--- src/hw/rtl/grid_ray_cast_dda_macros.svh ---
// Assertion macros shared by the ray caster RTL.
// Expects signals named clk and rst in the including scope.
`ifndef GRID_RAY_CAST_DDA_MACROS_SVH
`define GRID_RAY_CAST_DDA_MACROS_SVH

// Same-cycle implication, disabled during reset.
`define GRC_ASSERT_IMP(lbl, ante, cons) \
  lbl: assert property (@(posedge clk) disable iff (rst) (ante) |-> (cons)) \
    else $error("grc assertion failed");

// Next-cycle implication, disabled during reset.
`define GRC_ASSERT_NXT(lbl, ante, cons) \
  lbl: assert property (@(posedge clk) disable iff (rst) (ante) |=> (cons)) \
    else $error("grc assertion failed");

`endif

--- src/hw/rtl/grc_pkg.sv ---
// Shared constants for the grid ray caster.
// No dependencies.
package grc_pkg;

  localparam int POS_W   = 24;
  localparam int DIR_W   = 18;
  localparam int SCRW_W  = 12;
  localparam int DIST_W  = 24;
  localparam int FRAC_W  = 16;
  localparam int RAY_W   = 33;
  localparam int CELL_W  = 10;
  localparam int CIDX_W  = 5;
  localparam int REG_W   = 3;

  localparam logic [DIST_W-1:0] DIST_MAX = 24'hFFFFFF;

  localparam logic FUNC_WRITE = 1'b0;
  localparam logic FUNC_CAST  = 1'b1;

  localparam logic [1:0] ST_HIT   = 2'd0;
  localparam logic [1:0] ST_OUT   = 2'd1;
  localparam logic [1:0] ST_LIMIT = 2'd2;

  localparam logic [REG_W-1:0] REG_POS_X   = 3'd0;
  localparam logic [REG_W-1:0] REG_POS_Y   = 3'd1;
  localparam logic [REG_W-1:0] REG_DIR_X   = 3'd2;
  localparam logic [REG_W-1:0] REG_DIR_Y   = 3'd3;
  localparam logic [REG_W-1:0] REG_PLANE_X = 3'd4;
  localparam logic [REG_W-1:0] REG_PLANE_Y = 3'd5;
  localparam logic [REG_W-1:0] REG_WIDTH   = 3'd6;

endpackage

--- src/hw/rtl/grc_if.sv ---
// Valid/ready channel interfaces of the ray caster: request, result, register write.
// Depends on grc_pkg.
interface grc_req_if;
  logic                             valid;
  logic                             ready;
  logic                             func;
  logic [grc_pkg::CIDX_W-1:0]       cell_col;
  logic [grc_pkg::CIDX_W-1:0]       cell_row;
  logic                             cell_solid;
  logic [grc_pkg::SCRW_W-1:0]       column;
  modport source (output valid, func, cell_col, cell_row, cell_solid, column, input ready);
  modport sink   (input valid, func, cell_col, cell_row, cell_solid, column, output ready);
endinterface

interface grc_rsp_if;
  logic                             valid;
  logic                             ready;
  logic [grc_pkg::DIST_W-1:0]       distance;
  logic [grc_pkg::FRAC_W-1:0]       wall_frac;
  logic                             hit_x_side;
  logic [1:0]                       status;
  modport source (output valid, distance, wall_frac, hit_x_side, status, input ready);
  modport sink   (input valid, distance, wall_frac, hit_x_side, status, output ready);
endinterface

interface grc_cfg_if;
  logic                             valid;
  logic                             ready;
  logic [grc_pkg::REG_W-1:0]        index;
  logic [grc_pkg::POS_W-1:0]        data;
  modport source (output valid, index, data, input ready);
  modport sink   (input valid, index, data, output ready);
endinterface

--- src/hw/rtl/grc_div.sv ---
// Restoring divider, one quotient bit per cycle.
// No dependencies.
module grc_div #(
  parameter int NW = 46,
  parameter int DW = 33
) (
  input  logic          clk,
  input  logic          rst,
  input  logic          start,
  input  logic [NW-1:0] num,
  input  logic [DW-1:0] den,
  output logic          done,
  output logic [NW-1:0] quot
);
  localparam int CNT_W = $clog2(NW);

  logic             busy;
  logic [CNT_W-1:0] cnt;
  logic [DW-1:0]    rem;
  logic [DW-1:0]    dreg;
  logic [NW-1:0]    q;
  logic [DW:0]      sh;
  logic             ge;

  always_comb begin
    sh = {rem, q[NW-1]};
    ge = (sh >= {1'b0, dreg});
  end

  always_ff @(posedge clk) begin
    if (rst) begin
      busy <= 1'b0;
      done <= 1'b0;
      cnt  <= '0;
    end else begin
      done <= 1'b0;
      if (start) begin
        busy <= 1'b1;
        cnt  <= '0;
        rem  <= '0;
        q    <= num;
        dreg <= den;
      end else if (busy) begin
        rem <= ge ? DW'(sh - {1'b0, dreg}) : DW'(sh);
        q   <= {q[NW-2:0], ge};
        cnt <= cnt + 1'b1;
        if (cnt == CNT_W'(NW - 1)) begin
          busy <= 1'b0;
          done <= 1'b1;
        end
      end
    end
  end

  assign quot = q;
endmodule

--- src/hw/rtl/grc_mul.sv ---
// Shift-add multiplier on magnitudes, sign applied at the end, result mod 2^W.
// No dependencies.
module grc_mul #(
  parameter int W = 64
) (
  input  logic         clk,
  input  logic         rst,
  input  logic         start,
  input  logic [W-1:0] a,
  input  logic [W-1:0] b,
  input  logic         neg,
  output logic         done,
  output logic [W-1:0] prod
);
  logic         busy;
  logic         nreg;
  logic [W-1:0] acc;
  logic [W-1:0] areg;
  logic [W-1:0] breg;

  always_ff @(posedge clk) begin
    if (rst) begin
      busy <= 1'b0;
      done <= 1'b0;
    end else begin
      done <= 1'b0;
      if (start) begin
        busy <= 1'b1;
        acc  <= '0;
        areg <= a;
        breg <= b;
        nreg <= neg;
      end else if (busy) begin
        if (breg == '0) begin
          // finish once the multiplier operand runs out of ones
          busy <= 1'b0;
          done <= 1'b1;
          prod <= nreg ? W'(-acc) : acc;
        end else begin
          if (breg[0]) acc <= acc + areg;
          areg <= {areg[W-2:0], 1'b0};
          breg <= {1'b0, breg[W-1:1]};
        end
      end
    end
  end
endmodule

--- src/hw/rtl/grc_map_ram.sv ---
// One-bit grid map store: one write port, one registered read port.
// No dependencies.
module grc_map_ram #(
  parameter int DEPTH = 1024,
  parameter int AW    = 10
) (
  input  logic          clk,
  input  logic          we,
  input  logic [AW-1:0] waddr,
  input  logic          wdata,
  input  logic          re,
  input  logic [AW-1:0] raddr,
  output logic          rdata
);
  logic mem [DEPTH];

  always_ff @(posedge clk) begin
    if (we) mem[waddr] <= wdata;
  end

  always_ff @(posedge clk) begin
    if (re) rdata <= mem[raddr];
  end
endmodule

--- src/hw/rtl/grid_ray_cast_dda.sv ---
// Grid ray caster: a func 0 beat stores one map cell; a func 1 beat casts one
// screen column and yields one result beat (distance, wall fraction, side,
// status). After reset the map is swept clear with req.ready low; register
// writes are taken throughout. A cast runs on one restoring divider (up to
// three divisions: camera coordinate and the two axis deltas), one shift-add
// multiplier (up to five uses) and the map read port (a read at the origin and
// one per grid step, up to MAX_STEPS steps). A finished result waits in the
// output register; the next beat is taken while it waits.
module grid_ray_cast_dda #(
  parameter int MAP_COLS  = 32,
  parameter int MAP_ROWS  = 32,
  parameter int MAX_STEPS = 64,
  parameter int FRAC_BITS = 16
) (
  input  logic        clk,
  input  logic        rst,
  grc_req_if.sink     req,
  grc_rsp_if.source   rsp,
  grc_cfg_if.sink     cfg
);
  `include "grid_ray_cast_dda_macros.svh"

  localparam int F      = FRAC_BITS;
  localparam int NW     = 2 * F + 14;
  localparam int DW     = grc_pkg::RAY_W;
  localparam int MW     = 2 * F + 32;
  localparam int CAM_W  = F + 15;
  localparam int SW     = F + 22;
  localparam int DLT_W  = F + 13;
  localparam int DEPTH  = MAP_COLS * MAP_ROWS;
  localparam int AW     = $clog2(DEPTH);
  localparam int NSW    = $clog2(MAX_STEPS + 1);
  localparam int CW     = grc_pkg::CELL_W;
  localparam int RW     = grc_pkg::RAY_W;
  localparam int SH_R   = (F >= 16) ? F - 16 : 0;
  localparam int SH_L   = (F >= 16) ? 0 : 16 - F;

  localparam logic [4:0] S_CLEAR  = 5'd0;
  localparam logic [4:0] S_IDLE   = 5'd1;
  localparam logic [4:0] S_CAM    = 5'd2;
  localparam logic [4:0] S_MRX    = 5'd3;
  localparam logic [4:0] S_MRY    = 5'd4;
  localparam logic [4:0] S_ORG    = 5'd5;
  localparam logic [4:0] S_ORGCHK = 5'd6;
  localparam logic [4:0] S_DLX0   = 5'd7;
  localparam logic [4:0] S_DLX    = 5'd8;
  localparam logic [4:0] S_DLY0   = 5'd9;
  localparam logic [4:0] S_DLY    = 5'd10;
  localparam logic [4:0] S_SX0    = 5'd11;
  localparam logic [4:0] S_SX     = 5'd12;
  localparam logic [4:0] S_SY     = 5'd13;
  localparam logic [4:0] S_STEP   = 5'd14;
  localparam logic [4:0] S_RDREQ  = 5'd15;
  localparam logic [4:0] S_RDCHK  = 5'd16;
  localparam logic [4:0] S_FRAC0  = 5'd17;
  localparam logic [4:0] S_FRAC   = 5'd18;
  localparam logic [4:0] S_DONE   = 5'd19;

  // configuration registers
  logic [grc_pkg::POS_W-1:0]         pos_x, pos_y;
  logic signed [grc_pkg::DIR_W-1:0]  dir_x, dir_y, plane_x, plane_y;
  logic [grc_pkg::SCRW_W-1:0]        scr_w;

  // sequencer state
  logic [4:0]              state;
  logic [AW-1:0]           clr_addr;
  logic [MW-1:0]           cam_mag;
  logic                    cam_neg;
  logic signed [RW-1:0]    rx, ry;
  logic [DLT_W-1:0]        dlx, dly;
  logic [SW-1:0]           sx, sy, walk_dist;
  logic signed [CW-1:0]    cx, cy;
  logic                    side;
  logic [NSW-1:0]          n_steps;
  logic                    start_out;
  logic [grc_pkg::DIST_W-1:0] res_dist;
  logic [grc_pkg::FRAC_W-1:0] res_frac;
  logic                    res_side;
  logic [1:0]              res_status;

  // output register
  logic                       out_valid;
  logic [grc_pkg::DIST_W-1:0] out_dist;
  logic [grc_pkg::FRAC_W-1:0] out_frac;
  logic                       out_side;
  logic [1:0]                 out_status;

  // shared units
  logic          div_start, div_done;
  logic [NW-1:0] div_num, div_quot;
  logic [DW-1:0] div_den;
  logic          mul_start, mul_done, mul_neg;
  logic [MW-1:0] mul_a, mul_b, mul_prod;

  // map port
  logic          map_we, map_wdata, map_re, map_rdata;
  logic [AW-1:0] map_waddr, map_raddr;

  // combinational helpers
  logic                    req_acc;
  logic [24:0]             cx_full, cy_full;
  logic signed [CAM_W-1:0] camv;
  logic signed [MW-1:0]    prod_sh;
  logic [MW-1:0]           px_abs, py_abs;
  logic [RW-1:0]           rx_abs, ry_abs;
  logic [NW-1:0]           dl_cap;
  logic [F:0]              fx, fy;
  logic                    take_x;
  logic                    cell_out;
  logic [F-1:0]            pf;
  logic [grc_pkg::FRAC_W-1:0] pos_q16, pf_q16;
  logic [grc_pkg::DIST_W-1:0] dist_sat;

  grc_div #(.NW(NW), .DW(DW)) u_div (
    .clk (clk), .rst (rst), .start (div_start), .num (div_num), .den (div_den),
    .done (div_done), .quot (div_quot)
  );

  grc_mul #(.W(MW)) u_mul (
    .clk (clk), .rst (rst), .start (mul_start), .a (mul_a), .b (mul_b),
    .neg (mul_neg), .done (mul_done), .prod (mul_prod)
  );

  grc_map_ram #(.DEPTH(DEPTH), .AW(AW)) u_map (
    .clk (clk), .we (map_we), .waddr (map_waddr), .wdata (map_wdata),
    .re (map_re), .raddr (map_raddr), .rdata (map_rdata)
  );

  assign req.ready = (state == S_IDLE);
  assign req_acc   = req.valid && req.ready;
  assign cfg.ready = 1'b1;

  assign rsp.valid      = out_valid;
  assign rsp.distance   = out_dist;
  assign rsp.wall_frac  = out_frac;
  assign rsp.hit_x_side = out_side;
  assign rsp.status     = out_status;

  always_comb begin
    // start cell in whole-cell units, kept wide for the range check
    cx_full = 25'(pos_x) >> F;
    cy_full = 25'(pos_y) >> F;
    camv    = signed'(CAM_W'(div_quot)) - (signed'(CAM_W'(1)) <<< F);
    prod_sh = signed'(mul_prod) >>> F;
    px_abs  = plane_x[grc_pkg::DIR_W-1] ? MW'(-MW'(plane_x)) : MW'(plane_x);
    py_abs  = plane_y[grc_pkg::DIR_W-1] ? MW'(-MW'(plane_y)) : MW'(plane_y);
    rx_abs  = rx[RW-1] ? RW'(-rx) : RW'(rx);
    ry_abs  = ry[RW-1] ? RW'(-ry) : RW'(ry);
    // cap the axis delta at 2^12 cells
    dl_cap  = (div_quot > (NW'(1) << (F + 12))) ? (NW'(1) << (F + 12)) : div_quot;
    // distance to the first grid line along each axis
    fx = rx[RW-1] ? (F+1)'(pos_x[F-1:0]) : ((F+1)'(1) << F) - (F+1)'(pos_x[F-1:0]);
    fy = ry[RW-1] ? (F+1)'(pos_y[F-1:0]) : ((F+1)'(1) << F) - (F+1)'(pos_y[F-1:0]);
    take_x   = (rx != '0) && ((ry == '0) || (sx < sy));
    cell_out = (cx < 0) || (cx >= MAP_COLS) || (cy < 0) || (cy >= MAP_ROWS);
    pf       = F'(mul_prod >> F) + (side ? pos_y[F-1:0] : pos_x[F-1:0]);
    pos_q16  = 16'((40'(pos_x[F-1:0]) >> SH_R) << SH_L);
    pf_q16   = 16'((40'(pf) >> SH_R) << SH_L);
    dist_sat = (walk_dist > SW'(grc_pkg::DIST_MAX)) ? grc_pkg::DIST_MAX :
               grc_pkg::DIST_W'(walk_dist);
  end

  // map port: clearing sweep, then beat writes; reads on origin and grid steps
  always_comb begin
    map_we    = 1'b0;
    map_waddr = clr_addr;
    map_wdata = 1'b0;
    if (state == S_CLEAR) begin
      map_we = 1'b1;
    end else if (req_acc && (req.func == grc_pkg::FUNC_WRITE) &&
                 (int'(req.cell_col) < MAP_COLS) && (int'(req.cell_row) < MAP_ROWS)) begin
      map_we    = 1'b1;
      map_waddr = AW'(int'(req.cell_row) * MAP_COLS + int'(req.cell_col));
      map_wdata = req.cell_solid;
    end
    map_re    = ((state == S_ORG) && !start_out) || ((state == S_RDREQ) && !cell_out);
    map_raddr = AW'(int'(cy) * MAP_COLS + int'(cx));
  end

  // register writes
  always_ff @(posedge clk) begin
    if (rst) begin
      pos_x   <= 24'd98304;
      pos_y   <= 24'd98304;
      dir_x   <= 18'sd65536;
      dir_y   <= 18'sd0;
      plane_x <= 18'sd0;
      plane_y <= 18'sd43253;
      scr_w   <= 12'd640;
    end else if (cfg.valid && cfg.ready) begin
      case (cfg.index)
        grc_pkg::REG_POS_X:   pos_x   <= cfg.data;
        grc_pkg::REG_POS_Y:   pos_y   <= cfg.data;
        grc_pkg::REG_DIR_X:   dir_x   <= signed'(cfg.data[grc_pkg::DIR_W-1:0]);
        grc_pkg::REG_DIR_Y:   dir_y   <= signed'(cfg.data[grc_pkg::DIR_W-1:0]);
        grc_pkg::REG_PLANE_X: plane_x <= signed'(cfg.data[grc_pkg::DIR_W-1:0]);
        grc_pkg::REG_PLANE_Y: plane_y <= signed'(cfg.data[grc_pkg::DIR_W-1:0]);
        grc_pkg::REG_WIDTH:   scr_w   <= cfg.data[grc_pkg::SCRW_W-1:0];
        default: ;
      endcase
    end
  end

  // output register: load a finished result when free or being taken, drop the beat once taken
  always_ff @(posedge clk) begin
    if (rst) begin
      out_valid <= 1'b0;
    end else if ((state == S_DONE) && (!out_valid || rsp.ready)) begin
      out_valid  <= 1'b1;
      out_dist   <= res_dist;
      out_frac   <= res_frac;
      out_side   <= res_side;
      out_status <= res_status;
    end else if (rsp.ready) begin
      out_valid <= 1'b0;
    end
  end

  // sequencer
  always_ff @(posedge clk) begin
    if (rst) begin
      state     <= S_CLEAR;
      clr_addr  <= '0;
      div_start <= 1'b0;
      mul_start <= 1'b0;
    end else begin
      div_start <= 1'b0;
      mul_start <= 1'b0;
      case (state)
        S_CLEAR: begin
          clr_addr <= clr_addr + 1'b1;
          if (clr_addr == AW'(DEPTH - 1)) state <= S_IDLE;
        end
        S_IDLE: begin
          if (req_acc && (req.func == grc_pkg::FUNC_CAST)) begin
            // camera coordinate numerator: 2*column in fixed point
            div_start <= 1'b1;
            div_num   <= NW'(req.column) << (F + 1);
            div_den   <= (scr_w == '0) ? DW'(1) : DW'(scr_w);
            start_out <= (cx_full >= 25'(MAP_COLS)) || (cy_full >= 25'(MAP_ROWS));
            cx        <= CW'(cx_full);
            cy        <= CW'(cy_full);
            state     <= S_CAM;
          end
        end
        S_CAM: begin
          if (div_done) begin
            cam_neg   <= camv[CAM_W-1];
            cam_mag   <= camv[CAM_W-1] ? MW'(-MW'(camv)) : MW'(camv);
            mul_start <= 1'b1;
            mul_a     <= camv[CAM_W-1] ? MW'(-MW'(camv)) : MW'(camv);
            mul_b     <= px_abs;
            mul_neg   <= camv[CAM_W-1] ^ plane_x[grc_pkg::DIR_W-1];
            state     <= S_MRX;
          end
        end
        S_MRX: begin
          if (mul_done) begin
            rx        <= RW'(dir_x) - RW'(prod_sh);
            mul_start <= 1'b1;
            mul_a     <= cam_mag;
            mul_b     <= py_abs;
            mul_neg   <= cam_neg ^ plane_y[grc_pkg::DIR_W-1];
            state     <= S_MRY;
          end
        end
        S_MRY: begin
          if (mul_done) begin
            ry    <= RW'(dir_y) - RW'(prod_sh);
            state <= S_ORG;
          end
        end
        S_ORG: begin
          res_dist <= '0;
          res_frac <= '0;
          res_side <= 1'b0;
          if (start_out) begin
            res_status <= grc_pkg::ST_OUT;
            state      <= S_DONE;
          end else begin
            state <= S_ORGCHK;
          end
        end
        S_ORGCHK: begin
          if (map_rdata) begin
            // started inside a wall
            res_frac   <= pos_q16;
            res_status <= grc_pkg::ST_HIT;
            state      <= S_DONE;
          end else if ((rx == '0) && (ry == '0)) begin
            res_dist   <= grc_pkg::DIST_MAX;
            res_status <= grc_pkg::ST_LIMIT;
            state      <= S_DONE;
          end else begin
            state <= S_DLX0;
          end
        end
        S_DLX0: begin
          if (rx == '0) begin
            dlx   <= DLT_W'(1) << (F + 12);
            state <= S_DLY0;
          end else begin
            div_start <= 1'b1;
            div_num   <= NW'(1) << (2 * F);
            div_den   <= DW'(rx_abs);
            state     <= S_DLX;
          end
        end
        S_DLX: begin
          if (div_done) begin
            dlx   <= DLT_W'(dl_cap);
            state <= S_DLY0;
          end
        end
        S_DLY0: begin
          if (ry == '0) begin
            dly   <= DLT_W'(1) << (F + 12);
            state <= S_SX0;
          end else begin
            div_start <= 1'b1;
            div_num   <= NW'(1) << (2 * F);
            div_den   <= DW'(ry_abs);
            state     <= S_DLY;
          end
        end
        S_DLY: begin
          if (div_done) begin
            dly   <= DLT_W'(dl_cap);
            state <= S_SX0;
          end
        end
        S_SX0: begin
          mul_start <= 1'b1;
          mul_a     <= MW'(dlx);
          mul_b     <= MW'(fx);
          mul_neg   <= 1'b0;
          state     <= S_SX;
        end
        S_SX: begin
          if (mul_done) begin
            sx        <= SW'(mul_prod >> F);
            mul_start <= 1'b1;
            mul_a     <= MW'(dly);
            mul_b     <= MW'(fy);
            mul_neg   <= 1'b0;
            state     <= S_SY;
          end
        end
        S_SY: begin
          if (mul_done) begin
            sy      <= SW'(mul_prod >> F);
            n_steps <= '0;
            state   <= S_STEP;
          end
        end
        S_STEP: begin
          // advance across the nearer grid line
          if (take_x) begin
            walk_dist <= sx;
            sx        <= sx + SW'(dlx);
            cx        <= rx[RW-1] ? cx - CW'(1) : cx + CW'(1);
            side      <= 1'b1;
          end else begin
            walk_dist <= sy;
            sy        <= sy + SW'(dly);
            cy        <= ry[RW-1] ? cy - CW'(1) : cy + CW'(1);
            side      <= 1'b0;
          end
          n_steps <= n_steps + 1'b1;
          state   <= S_RDREQ;
        end
        S_RDREQ: begin
          if (cell_out) begin
            res_status <= grc_pkg::ST_OUT;
            state      <= S_FRAC0;
          end else begin
            state <= S_RDCHK;
          end
        end
        S_RDCHK: begin
          if (map_rdata) begin
            res_status <= grc_pkg::ST_HIT;
            state      <= S_FRAC0;
          end else if (n_steps == NSW'(MAX_STEPS)) begin
            res_status <= grc_pkg::ST_LIMIT;
            state      <= S_FRAC0;
          end else begin
            state <= S_STEP;
          end
        end
        S_FRAC0: begin
          // hit coordinate along the wall: walk distance times the other ray axis
          res_dist  <= dist_sat;
          res_side  <= side;
          mul_start <= 1'b1;
          mul_a     <= MW'(walk_dist);
          mul_b     <= side ? MW'(ry_abs) : MW'(rx_abs);
          mul_neg   <= side ? ry[RW-1] : rx[RW-1];
          state     <= S_FRAC;
        end
        S_FRAC: begin
          if (mul_done) begin
            res_frac <= pf_q16;
            state    <= S_DONE;
          end
        end
        S_DONE: begin
          if (!out_valid || rsp.ready) state <= S_IDLE;
        end
        default: state <= S_IDLE;
      endcase
    end
  end

  `GRC_ASSERT_IMP(a_ready_idle, req.ready, state == S_IDLE)
  `GRC_ASSERT_IMP(a_step_bound, state == S_STEP, n_steps < NSW'(MAX_STEPS))
  `GRC_ASSERT_NXT(a_write_one_cycle, req_acc && (req.func == grc_pkg::FUNC_WRITE), state == S_IDLE)
  `GRC_ASSERT_IMP(a_mul_owner, mul_done, (state == S_MRX) || (state == S_MRY) || (state == S_SX) || (state == S_SY) || (state == S_FRAC))
  `GRC_ASSERT_IMP(a_div_owner, div_done, (state == S_CAM) || (state == S_DLX) || (state == S_DLY))
endmodule

--- src/flat_wrapper.sv ---
// flat-port wrapper written by rule: the top's interface ports become plain ports
module grid_ray_cast_dda_flat 
#(
  parameter int MAP_COLS  = 32,
  parameter int MAP_ROWS  = 32,
  parameter int MAX_STEPS = 64,
  parameter int FRAC_BITS = 16
)
  (clk, rst, req_valid, req_func, req_cell_col, req_cell_row, req_cell_solid, req_column, req_ready, rsp_valid, rsp_distance, rsp_wall_frac, rsp_hit_x_side, rsp_status, rsp_ready, cfg_valid, cfg_index, cfg_data, cfg_ready);
  grc_req_if req_i ();
  grc_rsp_if rsp_i ();
  grc_cfg_if cfg_i ();
  input  logic clk;
  input  logic rst;
  input wire logic [$bits(req_i.valid)-1:0] req_valid;
  input wire logic [$bits(req_i.func)-1:0] req_func;
  input wire logic [$bits(req_i.cell_col)-1:0] req_cell_col;
  input wire logic [$bits(req_i.cell_row)-1:0] req_cell_row;
  input wire logic [$bits(req_i.cell_solid)-1:0] req_cell_solid;
  input wire logic [$bits(req_i.column)-1:0] req_column;
  output wire logic [$bits(req_i.ready)-1:0] req_ready;
  output wire logic [$bits(rsp_i.valid)-1:0] rsp_valid;
  output wire logic [$bits(rsp_i.distance)-1:0] rsp_distance;
  output wire logic [$bits(rsp_i.wall_frac)-1:0] rsp_wall_frac;
  output wire logic [$bits(rsp_i.hit_x_side)-1:0] rsp_hit_x_side;
  output wire logic [$bits(rsp_i.status)-1:0] rsp_status;
  input wire logic [$bits(rsp_i.ready)-1:0] rsp_ready;
  input wire logic [$bits(cfg_i.valid)-1:0] cfg_valid;
  input wire logic [$bits(cfg_i.index)-1:0] cfg_index;
  input wire logic [$bits(cfg_i.data)-1:0] cfg_data;
  output wire logic [$bits(cfg_i.ready)-1:0] cfg_ready;
  assign req_i.valid = req_valid;
  assign req_i.func = req_func;
  assign req_i.cell_col = req_cell_col;
  assign req_i.cell_row = req_cell_row;
  assign req_i.cell_solid = req_cell_solid;
  assign req_i.column = req_column;
  assign req_ready = req_i.ready;
  assign rsp_valid = rsp_i.valid;
  assign rsp_distance = rsp_i.distance;
  assign rsp_wall_frac = rsp_i.wall_frac;
  assign rsp_hit_x_side = rsp_i.hit_x_side;
  assign rsp_status = rsp_i.status;
  assign rsp_i.ready = rsp_ready;
  assign cfg_i.valid = cfg_valid;
  assign cfg_i.index = cfg_index;
  assign cfg_i.data = cfg_data;
  assign cfg_ready = cfg_i.ready;
  grid_ray_cast_dda #(.MAP_COLS(MAP_COLS), .MAP_ROWS(MAP_ROWS), .MAX_STEPS(MAX_STEPS), .FRAC_BITS(FRAC_BITS)) u_core (.clk(clk), .rst(rst), .req(req_i), .rsp(rsp_i), .cfg(cfg_i));
endmodule
--- config.mk ---
export PLATFORM = sky130hd
export DESIGN_NAME = grid_ray_cast_dda_flat
export DESIGN_NICKNAME = d
export VERILOG_FILES = /design/src/hw/rtl/grc_pkg.sv /design/src/hw/rtl/grc_if.sv /design/src/hw/rtl/grc_div.sv /design/src/hw/rtl/grc_mul.sv /design/src/hw/rtl/grc_map_ram.sv /design/src/hw/rtl/grid_ray_cast_dda.sv /design/src/flat_wrapper.sv
export VERILOG_INCLUDE_DIRS = /design/src /design/src/hw/rtl
export SDC_FILE = /design/constraint.sdc
export NUM_CORES = 2
export LEC_CHECK = 0
export BUFFER_PORTS_ARGS = -buffer_cell sky130_fd_sc_hd__buf_2
export CAP_MARGIN = 15
export CORE_MARGIN = 10
export CORE_UTILIZATION = 60
export DETAILED_ROUTE_END_ITERATION = 6
export PLACE_DENSITY_LB_ADDON = 0.25
export SYNTH_ARGS = -nofsm -noshare
export SYNTH_HDL_FRONTEND = slang
export SYNTH_SLANG_ARGS = --single-unit
--- constraint.sdc ---
create_clock -name clk -period 105 [get_ports clk]
set_input_delay 21 -clock clk [delete_from_list [all_inputs] [get_ports clk]]
set_output_delay 21 -clock clk [all_outputs]
set_load 0.02 [all_outputs]
Word level (Yosys, flattened, before mapping). Memory sizes are Yosys's and may differ from the RTL's. A register that Yosys moved wholly into a read port is not among the register bits. Cells that the tools add are included.

Memory bits (writable): 1024. Logic and storage cells: 354. Bits of input ports: 56. Output and inout port bits: 46. Bits in registers: 1145. Memories kept: 1.

Memory list: u_core.u_map.mem (words 1024, bits a word 1, read ports 1, clocked after memory_dff 1, wr ports 1, RTL line grc_map_ram.sv:15) `logic mem [DEPTH];`.

Magnitude comparators: 10. Reductions and logical operators: 78. Bitwise logic cells: 7. Mux-type cells: 128. Eq/ne operators: 53. Add/subtract/negate cells: 25.

Operators with widths (number): $mux W64 (18); $pmux W64 S5 (2); $mux W33 (8); $mux W46 (5); $mux W38 (4); $pmux W38 S2 (2); $pmux W46 S3 (1); $neg A18 Y64 (2); $mux W29 (4); $pmux W29 S2 (2); $pmux W5 S20 (1); $pmux W33 S3 (1); $mux W10 (8); $mux W5 (16); $add A38 B29 Y38 (2); $mux W24 (3); $pmux W24 S3 (1); $logic_not A33 Y1 (2); $neg A33 Y33 (2); $sub A18 B33 Y33 (2); $add A64 B64 Y64 (1); $logic_not A64 Y1 (1); $neg A31 Y64 (1); $mux W54 (1); other kinds (67) (211).

Depth between registers and ports, before layout.
Depth after elaboration: 7. Depth in mapped cells: 17. Gate-level depth less buffers: 14.

Cells and area by module. A second synthesis with hierarchy kept.

Cell total of the unflattened synthesis: 9022. Area total of the unflattened synthesis: 107669.5 um2.

By module, submodules not included: grc_map_ram (area each 44666.6 um2, cells an instance 3112, instances 1); grid_ray_cast_dda (area each 41402.2 um2, cells an instance 4048, instances 1); grc_mul (area each 14939.3 um2, cells an instance 1293, instances 1); grc_div (area each 6661.4 um2, cells an instance 569, instances 1).

Worst setup path before layout. OpenSTA, ideal clock, no wires.

Path type: input-to-reg. Start: input req_func. End: memory u_core.u_map.mem[0] (data pin). Setup slack: 54.730 ns. Arrival time: 45.304 ns. Stages: 5. Setup time: 4.966 ns. Cell sequence: nand3b_1 -> clkbuf_1 -> clkbuf_1 -> buf_1 -> nor2_1.

Longest elaborated chain between the ends: 4.

Ends and longest elaborated chain: start, declared (RTL line flat_wrapper.sv:16) `input wire logic [$bits(req_i.func)-1:0] req_func;`; $not A1 Y1 (RTL line grid_ray_cast_dda.sv:170) `end else if (req_acc && (req.func == grc_pkg::FUNC_WRITE) &&`; $logic_and A1 B1 Y1 (RTL line grid_ray_cast_dda.sv:170); $mux W1 (RTL line grid_ray_cast_dda.sv:170); $mux W1 (RTL line grid_ray_cast_dda.sv:168) `if (state == S_CLEAR) begin`; named net u_core.map_wdata (RTL line grid_ray_cast_dda.sv:96) `logic map_we, map_wdata, map_re, map_rdata;`; end, declared (RTL line grc_map_ram.sv:15).

The timed path passes the listed nets, and every way through them passes these cells.

Final worst setup path.
Start: input req_func. End: memory u_core.u_map.mem[298] (data pin).

Same word-level chain as after synthesis.

==> impl_metrics.py <==
metrics = {
    "run_status": {
        "status": "completed",
    },
    "clock_network": {
        "insertion_delay_ns": 0.86,
        "cts_hold_buf": 0,
        "clk_pin_slew_ns": 0.06,
        "cts_made_buffers": 210,
        "htreeDepth": 4,
        "cts_buffer_depth": 3,
        "clock_sinks": 2081,
        "cts_tree": "done",
        "post_cts_resize_count": 0,
        "root_buffer": "clkbuf_16",
        "cts_setup_buffers": 0,
    },
    "synthesis": {
        "ys_seq_elements": 2081,
        "synth_cells": 8289,
        "synth_top_area_share_pct": 56.4,
        "syn_area_per_cell_um2": 12.3,
        "synth_mux_area_share_pct": 9.60,
        "synthSimpleGateAreaFrac_pct": 12.1,
        "synth_compound_area_share_pct": 8.40,
        "synth_top_cells_by_area": "edfxtp_1 (56%), mux4_2 (7.4%), nor2_1 (5.3%), ha_1 (3.6%), dfxtp_1 (3.1%)",
        "synth-edff-count": 1921,
        "synth_ff_type": "edfxtp_1",
        "post-synth-top-area-cell": "edfxtp_1",
        "synth_area_um2": 102000,
        "ys_types": 95,
        "async_flop_share_pct": 0,
        "yosys_warnings": 0,
        "seq_area_frac_synth_pct": 59.5,
        "synth_xor_area_share_pct": 3.88,
        "synth-adder-area-share_pct": 3.79,
        "synth_top_family_by_area": "simple AND/OR/NAND/NOR gates",
    },
    "place": {
        "dp_hpwl_um": 178000,
        "placed_area_um2": 105000,
        "place.gp.congestion": 0.993,
        "io_buffer_count": 100,
        "dp.cells": 10263,
        "pre_cts_ws_ns": 78.99,
    },
    "power_and_ir_drop": {
        "power_frac_seq_pct": 49.9,
        "p_int_mw": 1.44,
        "clock_power_share_pct": 37.9,
        "switchingPower_mw": 0.497,
        "power_leakage_nw": 38.3,
        "peakVddDrop_mv": 0.0164,
        "p_per_area_nw_per_um2": 17.3,
        "switching_share_pct": 25.7,
        "p_total_mw": 1.93,
        "p_comb_share_pct": 12.2,
    },
    "global_routing": {
        "grt_pass1_vias": 66222,
        "overflow": 0,
        "grt_first_pass_wirelength_um": 410000,
        "grt_usage_pct": 28.9,
        "grt_max_degree": 325,
        "antenna_found_initial": 16,
    },
    "route": {
        "drtAntennaViolNets": 0,
        "routedWlPerCell_um": 25.8,
        "dr_total_vias": 68083,
        "firstDrtPassIters": 6,
        "initialDrtViolationCount": 7974,
        "drc": 0,
        "via_per_inst": 6.38,
        "wl_um": 275000,
    },
    "layout": {
        "final_cells": 10667,
        "multi_input_area_um2": 39200,
        "fin_area_um2": 112000,
        "seq_area_um2": 60900,
        "drive_gt1_share_pct": 13.7,
        "area_delta_synth_final_pct": 9.53,
        "fin_util_pct": 66.1,
        "fill_cells": 12237,
        "layout.nets": 8625,
    },
    "sta": {
        "setup_violations": 0,
        "tns_ns": 0,
        "worst_pin_slew_ns": 1.26,
        "timing.hold.ws_ns": 0.415,
        "rsz0062_at_grt": "no",
        "fin_crit_ns": 24.93,
        "finalMaxSlewViolations": 0,
        "hold_viol": 0,
        "finalCritPeriodShare_pct": 23.7,
        "max_freq_mhz": 40.1,
        "slew_headroom_pct": 15.8,
        "skew_ns": 0.0473,
        "setup_ws_ns": 80.07,
    },
    "die": {
        "die_w_um": 433,
        "core_um2": 169000,
        "ios": 102,
        "fp-row-count": 151,
        "die_h_um": 433,
        "start_util_pct": 60.4,
        "die_area_um2": 187000,
    },
    "worst_setup_path": {
        "cp.arrival_ns": 25.54,
        "critPathKind": "input port to register",
        "crit_path_end_kind": "register",
        "start_kind": "input port",
        "cp.required_ns": 105.61,
        "worstPathMaxFanout": 324,
    },
    "hold_path": {
        "hp-class": "register to register",
    },
    "job": {
        "maxCapViolCount": 0,
    },
}
==> layout by cell type, fill, tap and decap left out, types with 57 or more instances in the layout <==
cell type and n:
a21o_1 137, a21oi_1 402, a22oi_1 76, and2_1 93
buf_2 99, buf_4 111, clkbuf_16 213, dfxtp_1 158
edfxtp_1 1921, ha_1 294, inv_1 210, mux2_2 176
mux4_2 337, nand2_1 657, nand3_1 110, nor2_1 1428
nor2b_1 67, nor3_1 68, o21a_1 57, o21ai_0 272
xnor2_1 289, xor2_1 161
==> power groups by stage <==
stage | sequential (mW) | combinational, mW | clock, mW
detailed placement | 0.982 | 0.230 | 0
global route | 0.968 | 0.253 | 0.773
finish | 0.965 | 0.235 | 0.733
floorplan | 0.988 | 0.156 | 0
CTS | 0.965 | 0.232 | 0.741
global placement | 0.982 | 0.225 | 0
==> synthesized netlist by cell type, types with 51 or more instances <==
master and n:
a22oi_1 76, a21o_1 137, nor3_1 75, buf_1 73, nand4_1 51, clkbuf_1 429, nor4_1 56, edfxtp_1 1921
a21oi_1 404, xnor2_1 289, and2_1 94, nand3_1 132, a31oi_1 55, nor2b_1 67, nand2_1 669, mux2_2 176
nor2_1 1440, xor2_1 161, dfxtp_1 160, inv_1 211, o21a_1 58, nand2b_1 53, ha_1 294, o21ai_0 274
mux4_2 337
==> flip-flops by register name, indices dropped and copies added (netlist names), 29 cells and up <==
signal             flops
u_core.u_mul.acc      54
u_core.mul_a          54
u_core.u_div.quot     46
u_core.sy             38
u_core.u_div.dreg     33
u_core.u_mul.breg     64
u_core.u_map.mem    1024
u_core.ry             33
u_core.u_mul.areg     54
u_core.sx             38
u_core.u_div.rem      33
u_core.div_den        33
u_core.mul_b          64
u_core.u_mul.prod     38
u_core.walk_dist      38
u_core.dly            29
u_core.rx             33
u_core.dlx            29
u_core.cam_mag        54
==> kinds of logic (layout without fill, tap and decap cells) <==
group / count (synthesis) / in the layout
XOR/XNOR: 451 / 451
AO/OA/AOI/OAI: 1355 / 1355
adder cells (fa/ha/maj): 304 / 304
buffers and inverters: 725 / 822
flip-flops: 2081 / 2081
AND/OR/NAND/NOR: 2833 / 2833
multiplexers: 538 / 538
other: 2 / 65
==> path summary, 6_finish.rpt <==
check,startpoint,end,slack (ns),depth (start not counted)
worst min register to register,u_core.div_den[22],u_core.u_div.dreg[22],0.42,0
worst max-delay path,req_func,u_core.u_map.mem[298],80.07,8
worst min-delay path,u_core.div_den[22],u_core.u_div.dreg[22],0.42,0
worst max register to register,u_core.state[0],u_core.u_map.mem[298],98.80,10
==> per-layer routing <==
layer  wire length [µm]  vias up  track usage (%)
li1                   -    30419                -
met2             130000     3270             46.5
met4              14300        6             13.7
met1             105000    33720             38.0
met5                 38        -                0
met3              25100      668             5.58
==> worst max-delay path, stage by stage <==
cell	delay (ns)
buf_2	0.11
nand3b_1	0.37
buf_4	0.39
nor2_4	0.66
buf_4	0.95
buf_12	0.75
buf_4	0.48
buf_16	0.32
==> layout make-up <==
cell class              count  area share, %
flip-flops and latches   2081           54.3
inverters                 213          0.718
multi-input cells        5536           35.0
repair buffers            223           1.43
well taps                2218           2.48
clock inverters           111          0.932
clock buffers             275           5.07
diodes                     10         0.0223
No activity file was read; power rests on OpenSTA's default activity.
